## config.mk

```make
export PLATFORM = sky130hd
export DESIGN_NAME = huffman_code_bit_packer_unit
export DESIGN_NICKNAME = d
export VERILOG_FILES = /design/src/hdl/hcbp_pkg.sv /design/src/hdl/huffman_code_bit_packer_unit.sv /design/src/hdl/hcbp_ram.sv
export SDC_FILE = /design/constraint.sdc
export NUM_CORES = 2
export LEC_CHECK = 0
export ABC_CLOCK_PERIOD_IN_PS = 6650
export BUFFER_PORTS_ARGS = -buffer_cell sky130_fd_sc_hd__buf_2
export CAP_MARGIN = 5
export CORE_MARGIN = 10
export CORE_UTILIZATION = 63
export DETAILED_ROUTE_END_ITERATION = 8
export HOLD_SLACK_MARGIN = 0.08
export MAX_ROUTING_LAYER = met4
export PLACE_DENSITY = 0.82
export SLEW_MARGIN = 25
export SYNTH_ARGS = -nofsm -noshare
export SYNTH_HDL_FRONTEND = slang
export SYNTH_SLANG_ARGS = --single-unit
```

## constraint.sdc

```tcl
create_clock -name i_clk -period 6.65 [get_ports i_clk]
set_clock_uncertainty 0.1 [all_clocks]
set_input_delay 0.665 -clock i_clk [delete_from_list [all_inputs] [get_ports i_clk]]
set_output_delay 0.665 -clock i_clk [all_outputs]
set_load 0.03 [all_outputs]
```

## src/hdl/hcbp_pkg.sv

```systemverilog
// Shared types, constants and helpers for the Huffman code bit packer.
`default_nettype none
package hcbp_pkg;

    // Operation codes
    localparam logic [1:0] OP_LOAD   = 2'd0;
    localparam logic [1:0] OP_ENCODE = 2'd1;
    localparam logic [1:0] OP_FLUSH  = 2'd2;

    // Field widths of a transaction
    localparam int OP_W    = 2;
    localparam int CHAR_W  = 8;
    localparam int IDX_W   = 5;
    localparam int CODE_W  = 26;
    localparam int LEN_W   = 5;
    localparam int BYTE_W  = 8;
    localparam int TOTAL_W = 32;

    // Longest code word the table keeps
    localparam logic [LEN_W-1:0] MAX_CODE_LEN = 5'd26;

    // Bit accumulator: up to 7 held bits plus one full code word
    localparam int PEND_W  = 7;
    localparam int CNT_W   = 3;
    localparam int ACC_W   = PEND_W + CODE_W;
    localparam int ACNT_W  = 6;
    // Left-aligned window holding every byte one encode can complete
    localparam int OB_DEPTH = 4;
    localparam int ALIGN_W  = BYTE_W * (OB_DEPTH + 1);
    localparam int OBC_W    = 3;

    // Table entry as stored in memory
    localparam int ENTRY_W = LEN_W + CODE_W;

    // Character codes
    localparam logic [CHAR_W-1:0] CHAR_SPACE   = 8'd32;
    localparam logic [CHAR_W-1:0] CHAR_UPPER_A = 8'd65;
    localparam logic [CHAR_W-1:0] CHAR_UPPER_Z = 8'd90;
    localparam logic [CHAR_W-1:0] CHAR_LOWER_A = 8'd97;
    localparam logic [CHAR_W-1:0] CHAR_LOWER_Z = 8'd122;
    localparam logic [CHAR_W-1:0] CASE_OFFSET  = 8'd32;
    localparam logic [CHAR_W-1:0] LETTER_BASE  = 8'd64;

    typedef struct packed {
        logic             ok;
        logic [IDX_W-1:0] sym;
    } t_sym;

    // Map a raw character to its symbol; space is 0, letters A..Z are 1..26
    function automatic t_sym char_to_sym(input logic [CHAR_W-1:0] c);
        t_sym             r;
        logic [CHAR_W-1:0] u;
        logic [CHAR_W-1:0] d;
        r.ok  = 1'b0;
        r.sym = '0;
        u     = c;
        if (c inside {[CHAR_LOWER_A:CHAR_LOWER_Z]}) begin
            u = c - CASE_OFFSET;
        end
        d = u - LETTER_BASE;
        if (c == CHAR_SPACE) begin
            r.ok  = 1'b1;
            r.sym = '0;
        end else if (u inside {[CHAR_UPPER_A:CHAR_UPPER_Z]}) begin
            r.ok  = 1'b1;
            r.sym = d[IDX_W-1:0];
        end
        return r;
    endfunction

endpackage
`default_nettype wire

```

## src/hdl/huffman_code_bit_packer_unit.sv

```systemverilog
// Huffman code bit packer: code table RAM, bit accumulator and output byte queue.
// A transaction is registered into stage 1, and its results are then registered into the output queue.
// Throughput: one transaction per cycle while each yields at most one result and the output is not
//   stalled; an encode that completes n bytes (up to 4) sends them one at a time on the one-byte port.
// Loads write the table RAM at acceptance, so a following encode sees the new entry.
// Reset (synchronous) clears the table valid bits, accumulator and queue.
`default_nettype none
module huffman_code_bit_packer_unit
    import hcbp_pkg::*;
#(
    parameter int ALPHABET_SIZE = 27
) (
    input  wire logic               i_clk,
    input  wire logic               i_rst_n,
    // Input channel
    input  wire logic               i_valid,
    output logic                    o_stall,
    input  wire logic [OP_W-1:0]    i_operation,
    input  wire logic [CHAR_W-1:0]  i_char_code,
    input  wire logic [IDX_W-1:0]   i_table_index,
    input  wire logic [CODE_W-1:0]  i_code_bits,
    input  wire logic [LEN_W-1:0]   i_code_length,
    // Output channel
    output logic                    o_valid,
    input  wire logic               i_stall,
    output logic [BYTE_W-1:0]       o_out_byte,
    output logic                    o_byte_valid,
    output logic                    o_is_last,
    output logic [TOTAL_W-1:0]      o_total_bits
);

    localparam int ADDR_W = $clog2(ALPHABET_SIZE);

    // Stage 0: decode the incoming transaction
    logic               in_acc;
    logic               out_acc;
    t_sym               sym;
    logic               sym_ok;
    logic               idx_ok;
    logic [LEN_W-1:0]   ld_len;
    logic [CODE_W-1:0]  ld_code;
    logic               tbl_we;
    logic               tbl_re;
    logic [ADDR_W-1:0]  waddr;
    logic [ADDR_W-1:0]  raddr;
    logic [ENTRY_W-1:0] rdata;

    logic               r_tbl_vld [ALPHABET_SIZE];

    // Stage 1 registers
    logic               r_s1_valid;
    logic               r_s1_flush;
    logic               r_s1_ent_vld;
    logic [PEND_W-1:0]  r_pend_bits;
    logic [CNT_W-1:0]   r_pend_cnt;
    logic [TOTAL_W-1:0] r_bit_total;

    // Output queue
    logic [BYTE_W-1:0]  r_ob_byte [OB_DEPTH];
    logic [OBC_W-1:0]   r_ob_cnt;
    logic               r_ob_bvalid;
    logic               r_ob_last;
    logic [TOTAL_W-1:0] r_ob_total;

    assign in_acc  = i_valid && !o_stall;
    assign out_acc = o_valid && !i_stall;

    assign sym     = char_to_sym(i_char_code);
    assign sym_ok  = sym.ok && (32'(sym.sym) < ALPHABET_SIZE);
    assign idx_ok  = 32'(i_table_index) < ALPHABET_SIZE;

    // Load entry: clamp the length and drop bits above it
    assign ld_len  = (i_code_length > MAX_CODE_LEN) ? MAX_CODE_LEN : i_code_length;
    assign ld_code = i_code_bits & ~({CODE_W{1'b1}} << ld_len);

    assign tbl_we  = in_acc && (i_operation == OP_LOAD) && idx_ok;
    assign tbl_re  = in_acc && (i_operation == OP_ENCODE) && sym_ok;
    assign waddr   = ADDR_W'(i_table_index);
    assign raddr   = ADDR_W'(sym.sym);

    hcbp_ram #(
        .WIDTH (ENTRY_W),
        .DEPTH (ALPHABET_SIZE)
    ) u_table (
        .i_clk   (i_clk),
        .i_we    (tbl_we),
        .i_waddr (waddr),
        .i_wdata ({ld_len, ld_code}),
        .i_re    (tbl_re),
        .i_raddr (raddr),
        .o_rdata (rdata)
    );

    // Table valid bits: an entry never loaded reads as length zero
    always_ff @(posedge i_clk) begin
        if (!i_rst_n) begin
            for (int k = 0; k < ALPHABET_SIZE; k++) begin
                r_tbl_vld[k] <= 1'b0;
            end
        end else if (tbl_we) begin
            r_tbl_vld[waddr] <= 1'b1;
        end
    end

    // Stage 1: append the code word to the accumulator
    logic [LEN_W-1:0]   s1_len;
    logic [CODE_W-1:0]  s1_code;
    logic [ACC_W-1:0]   acc;
    logic [ACNT_W-1:0]  acnt;
    logic [ALIGN_W-1:0] aligned;
    logic [OBC_W-1:0]   s1_nres;
    logic               ob_free;
    logic               s1_adv;
    logic [PEND_W-1:0]  n_pend_bits;
    logic [BYTE_W-1:0]  flush_byte;

    assign s1_len   = r_s1_ent_vld ? rdata[ENTRY_W-1 -: LEN_W] : '0;
    assign s1_code  = r_s1_ent_vld ? rdata[CODE_W-1:0] : '0;
    assign acc      = (ACC_W'(r_pend_bits) << s1_len) | ACC_W'(s1_code);
    assign acnt     = ACNT_W'(r_pend_cnt) + ACNT_W'(s1_len);
    assign aligned  = ALIGN_W'(acc) << (ACNT_W'(ALIGN_W) - acnt);
    assign n_pend_bits = acc[PEND_W-1:0] & ~({PEND_W{1'b1}} << acnt[CNT_W-1:0]);
    assign flush_byte  = (r_pend_cnt == '0) ? '0
                       : BYTE_W'({1'b0, r_pend_bits} << (4'd8 - {1'b0, r_pend_cnt}));

    assign s1_nres  = r_s1_flush ? OBC_W'(1) : acnt[ACNT_W-1:CNT_W];
    assign ob_free  = (r_ob_cnt == '0) || ((r_ob_cnt == OBC_W'(1)) && out_acc);
    assign s1_adv   = r_s1_valid && ((s1_nres == '0) || ob_free);
    assign o_stall  = r_s1_valid && !s1_adv;

    // Stage 1 occupancy
    always_ff @(posedge i_clk) begin
        if (!i_rst_n) begin
            r_s1_valid <= 1'b0;
        end else if (in_acc) begin
            r_s1_valid <= tbl_re || (i_operation == OP_FLUSH);
        end else if (s1_adv) begin
            r_s1_valid <= 1'b0;
        end
    end

    always_ff @(posedge i_clk) begin
        if (in_acc) begin
            r_s1_flush <= (i_operation == OP_FLUSH);
        end
        if (tbl_re) begin
            r_s1_ent_vld <= r_tbl_vld[raddr];
        end
    end

    // Accumulator and bit count
    always_ff @(posedge i_clk) begin
        if (!i_rst_n) begin
            r_pend_bits <= '0;
            r_pend_cnt  <= '0;
            r_bit_total <= '0;
        end else if (s1_adv) begin
            if (r_s1_flush) begin
                r_pend_bits <= '0;
                r_pend_cnt  <= '0;
                r_bit_total <= '0;
            end else begin
                r_pend_bits <= n_pend_bits;
                r_pend_cnt  <= acnt[CNT_W-1:0];
                r_bit_total <= r_bit_total + TOTAL_W'(s1_len);
            end
        end
    end

    // Output queue: loaded from stage 1, shifted one byte per transaction
    always_ff @(posedge i_clk) begin
        if (!i_rst_n) begin
            r_ob_cnt <= '0;
        end else if (s1_adv && (s1_nres != '0)) begin
            r_ob_cnt <= s1_nres;
        end else if (out_acc) begin
            r_ob_cnt <= r_ob_cnt - OBC_W'(1);
        end
    end

    always_ff @(posedge i_clk) begin
        if (s1_adv && (s1_nres != '0)) begin
            if (r_s1_flush) begin
                r_ob_byte[0] <= flush_byte;
                r_ob_bvalid  <= (r_pend_cnt != '0);
                r_ob_last    <= 1'b1;
                r_ob_total   <= r_bit_total;
            end else begin
                for (int k = 0; k < OB_DEPTH; k++) begin
                    r_ob_byte[k] <= aligned[ALIGN_W-1-BYTE_W*k -: BYTE_W];
                end
                r_ob_bvalid <= 1'b1;
                r_ob_last   <= 1'b0;
                r_ob_total  <= '0;
            end
        end else if (out_acc) begin
            for (int k = 0; k < OB_DEPTH - 1; k++) begin
                r_ob_byte[k] <= r_ob_byte[k+1];
            end
        end
    end

    assign o_valid      = (r_ob_cnt != '0);
    assign o_out_byte   = r_ob_byte[0];
    assign o_byte_valid = r_ob_bvalid;
    assign o_is_last    = r_ob_last;
    assign o_total_bits = r_ob_total;

`ifndef NO_ASSERTIONS
    // Queue never holds more bytes than one encode can complete
    a_ob_cnt_max: assert property (@(posedge i_clk) disable iff (!i_rst_n)
        r_ob_cnt <= OBC_W'(OB_DEPTH))
        else $error("output queue overfilled");

    // A flush result is always the only one in the queue
    a_last_single: assert property (@(posedge i_clk) disable iff (!i_rst_n)
        (o_valid && o_is_last) |-> (r_ob_cnt == OBC_W'(1)))
        else $error("flush result shares the queue");

    // Byte results always carry data
    a_byte_data: assert property (@(posedge i_clk) disable iff (!i_rst_n)
        (o_valid && !o_is_last) |-> o_byte_valid)
        else $error("byte result without data");

    // A blocked stage 1 item stays put
    a_s1_hold: assert property (@(posedge i_clk) disable iff (!i_rst_n)
        (r_s1_valid && o_stall) |=> (r_s1_valid && $stable(r_pend_cnt)))
        else $error("stage 1 item lost while blocked");

    // Stage 1 only blocks while the queue is busy
    a_block_cause: assert property (@(posedge i_clk) disable iff (!i_rst_n)
        o_stall |-> o_valid)
        else $error("input blocked with empty queue");
`endif

endmodule
`default_nettype wire

```

## src/hdl/hcbp_ram.sv

```systemverilog
// Generic single-write, single-read RAM with registered read data.
`default_nettype none
module hcbp_ram #(
    parameter int WIDTH = 8,
    parameter int DEPTH = 16
) (
    input  wire logic                     i_clk,
    input  wire logic                     i_we,
    input  wire logic [$clog2(DEPTH)-1:0] i_waddr,
    input  wire logic [WIDTH-1:0]         i_wdata,
    input  wire logic                     i_re,
    input  wire logic [$clog2(DEPTH)-1:0] i_raddr,
    output logic      [WIDTH-1:0]         o_rdata
);

    logic [WIDTH-1:0] r_mem [DEPTH];

    // Write port
    always_ff @(posedge i_clk) begin
        if (i_we) begin
            r_mem[i_waddr] <= i_wdata;
        end
    end

    // Registered read port
    always_ff @(posedge i_clk) begin
        if (i_re) begin
            o_rdata <= r_mem[i_raddr];
        end
    end

endmodule
`default_nettype wire
```

Word level (Yosys, flattened, before mapping)
Memories as Yosys holds them, arrays and structs flattened. A register that Yosys moved wholly into a read port is not among the register bits. Cells that the tools add are included.

Bits in registers: 81. Memory bits (writable): 896. Input bits: 50. Output and inout port bits: 44. Word-level logic and storage cells: 109. Memories: 3.

$add $sub $neg: 7. $lt $le $gt $ge: 7. Equality and inequality tests: 4. Shift operators: 5. Muxes and demuxes: 36. Bitwise operators: 9. Reductions and logical operators: 29.

Memories: u_table.r_mem (words 27, width 31, read ports 1, clocked after Yosys merged registers in 1, wr ports 1, RTL line hcbp_ram.sv:16) `logic [WIDTH-1:0] r_mem [DEPTH];`; r_ob_byte (words 4, width 8, read ports 4, clocked after Yosys merged registers in 0, wr ports 4, RTL line huffman_code_bit_packer_unit.sv:59) `logic [BYTE_W-1:0] r_ob_byte [OB_DEPTH];`; r_tbl_vld (words 27, width 1, read ports 1, clocked after Yosys merged registers in 1, wr ports 27, RTL line huffman_code_bit_packer_unit.sv:48) `logic r_tbl_vld [ALPHABET_SIZE];`.

Operators by type and width (number): $mux 8 (6); $shl 33x6->40 (1); $or 33x26->33 (1); $shl 7x5->33 (1); $add 32x5->32 (1); $mux 32 (1); $and 26x26->26 (1); $mux 26 (1); $not 26->26 (1); $shl 26x5->26 const A (1); $mux 1 (18); $ge 8x7->1 const B (2); $le 8x7->1 const B (2); $mux 5 (3); $logic_and 1x1->1 (13); $mux 3 (4); $mux 6 (2); $lt 5x5->1 const B (2); $logic_not 3->1 (3); $reduce_bool 3->1 (3); $eq 8x6->1 const B (1); $shl 7x4->8 (1); $sub 8x6->8 const B (1); $and 7x7->7 (1); 18 further kinds (26).

Longest topological paths before layout
Depth after elaboration: 17. Mapped depth: 18. Mapped depth without buffers: 15.

By module
From an unflattened synthesis, not the netlist that was laid out.

Cells, all modules: 2625. Area, all modules: 43908.4 µm².

By module, submodules not included: hcbp_ram (times used 1, cells an instance 1280, area an instance 32855.3 µm², seq. area each 26065.0 µm²); huffman_code_bit_packer_unit (times used 1, cells an instance 1345, area an instance 11053.1 µm², seq. area each 3603.5 µm²).

Worst setup path before layout
OpenSTA, ideal clock, no wires.

Path kind: reg-to-reg. From: reg r_s1_ent_vld, read port of r_tbl_vld. To: mem u_table.r_mem[6][0] (netlist bit), enable pin. Setup time: 467 ps. Arrival: 5364 ps. Required time: 6083 ps. Path slack: 719 ps. Cell stages (with the launch flop): 13. Buffers on the path: 1. Clock period less this slack: 5931 ps. Path through: edfxtp_1 -> buf_2 -> nand2_1 -> inv_1 -> ha_1 -> fa_1 -> a21oi_1 -> o31ai_2 -> o32ai_1 -> o21ai_0 -> nor4_2 -> nand2_1 -> nor3b_1.

Longest elaborated chain between the ends: 14.

Ends and longest elaborated chain: start, declared (RTL line huffman_code_bit_packer_unit.sv:53) `logic r_s1_ent_vld;`; $mux 5 (RTL line huffman_code_bit_packer_unit.sv:117) `assign s1_len = r_s1_ent_vld ? rdata[ENTRY_W-1 -: LEN_W] : '0;`; $add 3x5->6 (RTL line huffman_code_bit_packer_unit.sv:120) `assign acnt = ACNT_W'(r_pend_cnt) + ACNT_W'(s1_len);`; $mux 3 (RTL line huffman_code_bit_packer_unit.sv:126) `assign s1_nres = r_s1_flush ? OBC_W'(1) : acnt[ACNT_W-1:CNT_W];`; $logic_not 3->1 (RTL line huffman_code_bit_packer_unit.sv:128) `assign s1_adv = r_s1_valid && ((s1_nres == '0) || ob_free);`; $logic_or 1x1->1 (RTL line huffman_code_bit_packer_unit.sv:128); $logic_and 1x1->1 (RTL line huffman_code_bit_packer_unit.sv:128); $logic_not 1->1 (RTL line huffman_code_bit_packer_unit.sv:129) `assign o_stall = r_s1_valid && !s1_adv;`; $logic_and 1x1->1 (RTL line huffman_code_bit_packer_unit.sv:129); $logic_not 1->1 (RTL line huffman_code_bit_packer_unit.sv:65) `assign in_acc = i_valid && !o_stall;`; $logic_and 1x1->1 (RTL line huffman_code_bit_packer_unit.sv:65); $logic_and 1x1->1 (2 in a row) (RTL line huffman_code_bit_packer_unit.sv:76) `assign tbl_we = in_acc && (i_operation == OP_LOAD) && idx_ok;`; $mux 1 (RTL line hcbp_ram.sv:20) `if (i_we) begin`; $mux 1 (not written as such) (RTL line hcbp_ram.sv:21) `r_mem[i_waddr] <= i_wdata;`; end, declared (RTL line hcbp_ram.sv:16).

Every way passes these cells.

==> impl_metrics.toml <==
[run_status]
status = "finished with violations"
violations = "design-rule violations"

[sta]
rsz0062_at_grt = "false"
maxSlewViolCount = 0
relSlewSlack_pct = 26.2
final-setup-viol-count = 0
final_hold_viol_count = 0
worst_slew_pin_slew_ns = 1.10
fin_crit_ns = 5.38
setup_tns_ns = 0
fin_ws_ns = 1.27
finalCritPeriodShare_pct = 81.0
timing.fmax_mhz = 186

[yosys]
yosys.area_share.adder_pct = 0.640
ys_top_cells_by_area = "edfxtp_1 62%, mux4_2 5.1%, dfxtp_1 3.5%"
syn_area_um2 = 45000
synth_top_area_share_pct = 62.5
synthMuxAreaShare_pct = 9.24
syn_area_per_cell_um2 = 13.7
synth_xor_area_share_pct = 0.545
synth_edf_count = 936
synth_nets = 3359
ys_seq_elements = 1014
synthSimpleGateAreaFrac_pct = 8.73
synth_seq_area_share_pct = 65.9
yosysWarnings = 0
synthCells = 3288
ys.flop_type = "edfxtp_1"
synth_top_family_by_area = "compound AO/OA/AOI/OAI gates"
synth_compound_area_share_pct = 12.5
ys_types = 86
synthArstFlopShare_pct = 0
yosys.area.top_type = "edfxtp_1"

[clocking]
clock_latency_ns = 0.67
cts_resized = 0
clk_pin_slew_ns = 0.06
cts_made_buffers = 97
max-clock-path-buffers = 3
clockRootBuffer = "clkbuf_16"
cts_tree = "built"
htreeDepth = 3
cts_hold_buf = 0
cts_sinks = 1014
post_cts_buffers = 0

[power_and_ir_drop]
power_frac_clock_pct = 39.4
internal_power_w = 0.0104
power_w = 0.0137
p_comb_share_pct = 8.8
p_leak_nw = 16.6
pwr_density_cell_nw_per_um2 = 275
pwr-share-seq_pct = 51.8
ir_worst_vdd_v = 0.000242
switching_share_pct = 24.1
netSwitchingPower_w = 0.00331

[routing]
ant_nets = 0
drt-total-wl_um = 132000
avgViaCountPerCell = 7.12
wl_per_cell_um = 30.3
drt-initial-drc-count = 4879
drc = 1
vias = 31100
dr.pass1.iters = 9

[global_route]
antenna_found_initial = 1
grt_pass1_vias = 30100
grt_usage_pct = 32.6
grt-ovfl-total = 0
grt_pass1_wl_um = 196000
grt_max_degree = 85

[place]
io_buffer_count = 93
pre_cts_slack_ns = 1.40
gp_congestion = 0.992
dpl-instance-area_um2 = 46800
hpwlAfterDp_um = 81500

[min_path]
min_path_cells = 3
hp-class = "in2reg"

[floorplanning]
start_util_pct = 63.9
std_cell_rows = 97
die_w_um = 287
dieArea_um2 = 82500
io_pins = 94
die_h_um = 287
core_area_um2 = 70400

[critical_path]
cp.arrival_ns = 5.82
crit_path_end_kind = "flip-flop"
crit_type = "reg2reg"
startpoint_type = "flip-flop"
r2r_cells = 13
critPathMaxFanout = 24
crit_required_ns = 7.09

[flow_run]
max-cap-violations = 0

[final_layout]
syn_to_final_growth_pct = 11.2
final_common_cell = "edfxtp_1"
most-common-layout-cells = "936 x edfxtp_1, 302 x nor2_1, 266 x nand2_1"
stdcell_area_um2 = 50000
drive_gt1_share_pct = 17.3
fin_nets = 3410
## cell type report
class / count / area, um^2
sequential: 1014 / 29700
fill: 4345 / 20300
multi-input combinational: 1989 / 14600
clock buffer: 130 / 2710
timing repair buffer: 197 / 1340
tap: 940 / 1180
clock inverter: 52 / 439
inverter: 40 / 150
antenna: 1 / 2.50
## synthesized netlist by cell type, types with 16 or more instances
| cell | count |
|---|---|
| o21a_1 | 45 |
| ha_1 | 19 |
| o31ai_1 | 34 |
| o22ai_1 | 42 |
| a21oi_1 | 143 |
| inv_1 | 37 |
| nand2_1 | 272 |
| buf_2 | 16 |
| a211oi_1 | 144 |
| mux2i_1 | 91 |
| dfxtp_1 | 78 |
| nor2_1 | 327 |
| a31oi_1 | 23 |
| xor2_1 | 16 |
| nor3_1 | 31 |
| o21ai_0 | 93 |
| mux2_2 | 82 |
| nor2b_1 | 20 |
| edfxtp_1 | 936 |
| o221ai_1 | 38 |
| and2_1 | 46 |
| mux4_2 | 102 |
| nand3_1 | 64 |
| o211ai_1 | 55 |
| a311oi_1 | 31 |
| clkbuf_1 | 202 |
| buf_1 | 25 |
## critical path, stage by stage (launching register included)
cell      delay (ns)
edfxtp_1        0.86
nand2_1         0.27
inv_1           0.25
ha_2            0.26
fa_1            0.52
ha_1            0.33
inv_1           0.28
buf_4           0.35
nand2_1         0.15
o311ai_0        0.82
o22ai_1         0.35
mux2_2          0.35
a211oi_1        0.25
a221o_1         0.14
## layer usage
layer / part of all wire (%) / track usage [%] / up-vias
met1: 35 / 40.1 / 15200
met4: 6.2 / 16.8 / 0
met3: 12 / 7.46 / 482
li1: - / - / 13000
met5: 0 / - / -
met2: 47 / 50.5 / 2401
## flip-flops by register name, indices dropped and copies added (netlist names)
register,cells
o_byte_valid,1
o_is_last,1
o_total_bits,32
r_bit_total,32
r_ob_byte,32
r_ob_cnt,3
r_pend_bits,7
r_pend_cnt,3
r_s1_ent_vld,1
r_s1_flush,1
r_s1_valid,1
r_tbl_vld,32
u_table.o_rdata,31
u_table.r_mem,837
## worst paths after layout
check	startpoint	end	slack [ns]
worst max-delay path	u_table.o_rdata[26]	r_ob_byte[2][3]	1.27
worst min-delay path	i_valid	r_s1_valid	0.24
worst max register to register	u_table.o_rdata[26]	r_ob_byte[2][3]	1.27
worst min register to register	r_tbl_vld[27]	r_tbl_vld[27]	0.25
## logic make-up (layout without fill, tap and decap cells)
group / count (synthesis) / count (layout)
multiplexers: 276 / 276
buffers and inverters: 285 / 419
adder cells (fa/ha/maj): 22 / 22
AO/OA/AOI/OAI: 796 / 796
XOR/XNOR: 28 / 28
flip-flops: 1014 / 1014
other: 0 / 1
AND/OR/NAND/NOR: 867 / 867
## metrics by stage
stage | cells | hold WS [ns] | utilization [%]
after floorplan | 3288 | 0.300 | -
after global placement | 4176 | 0.234 | 66.5
after detailed placement | 4178 | 0.241 | 66.5
after CTS | 4360 | 0.205 | 71.0
after global routing | 4363 | 0.234 | 71.1
final | 4363 | 0.239 | 71.1
## power by group through the flow
stage               Combinational [W]  Clock [W]  Sequential, W
floorplan                    0.000689          0        0.00729
global placement              0.00113          0        0.00725
detailed placement            0.00116          0        0.00726
CTS                           0.00117    0.00544        0.00712
global route                  0.00128    0.00568        0.00712
finish                        0.00121    0.00541        0.00712
Power figures use the tool's default switching activity.
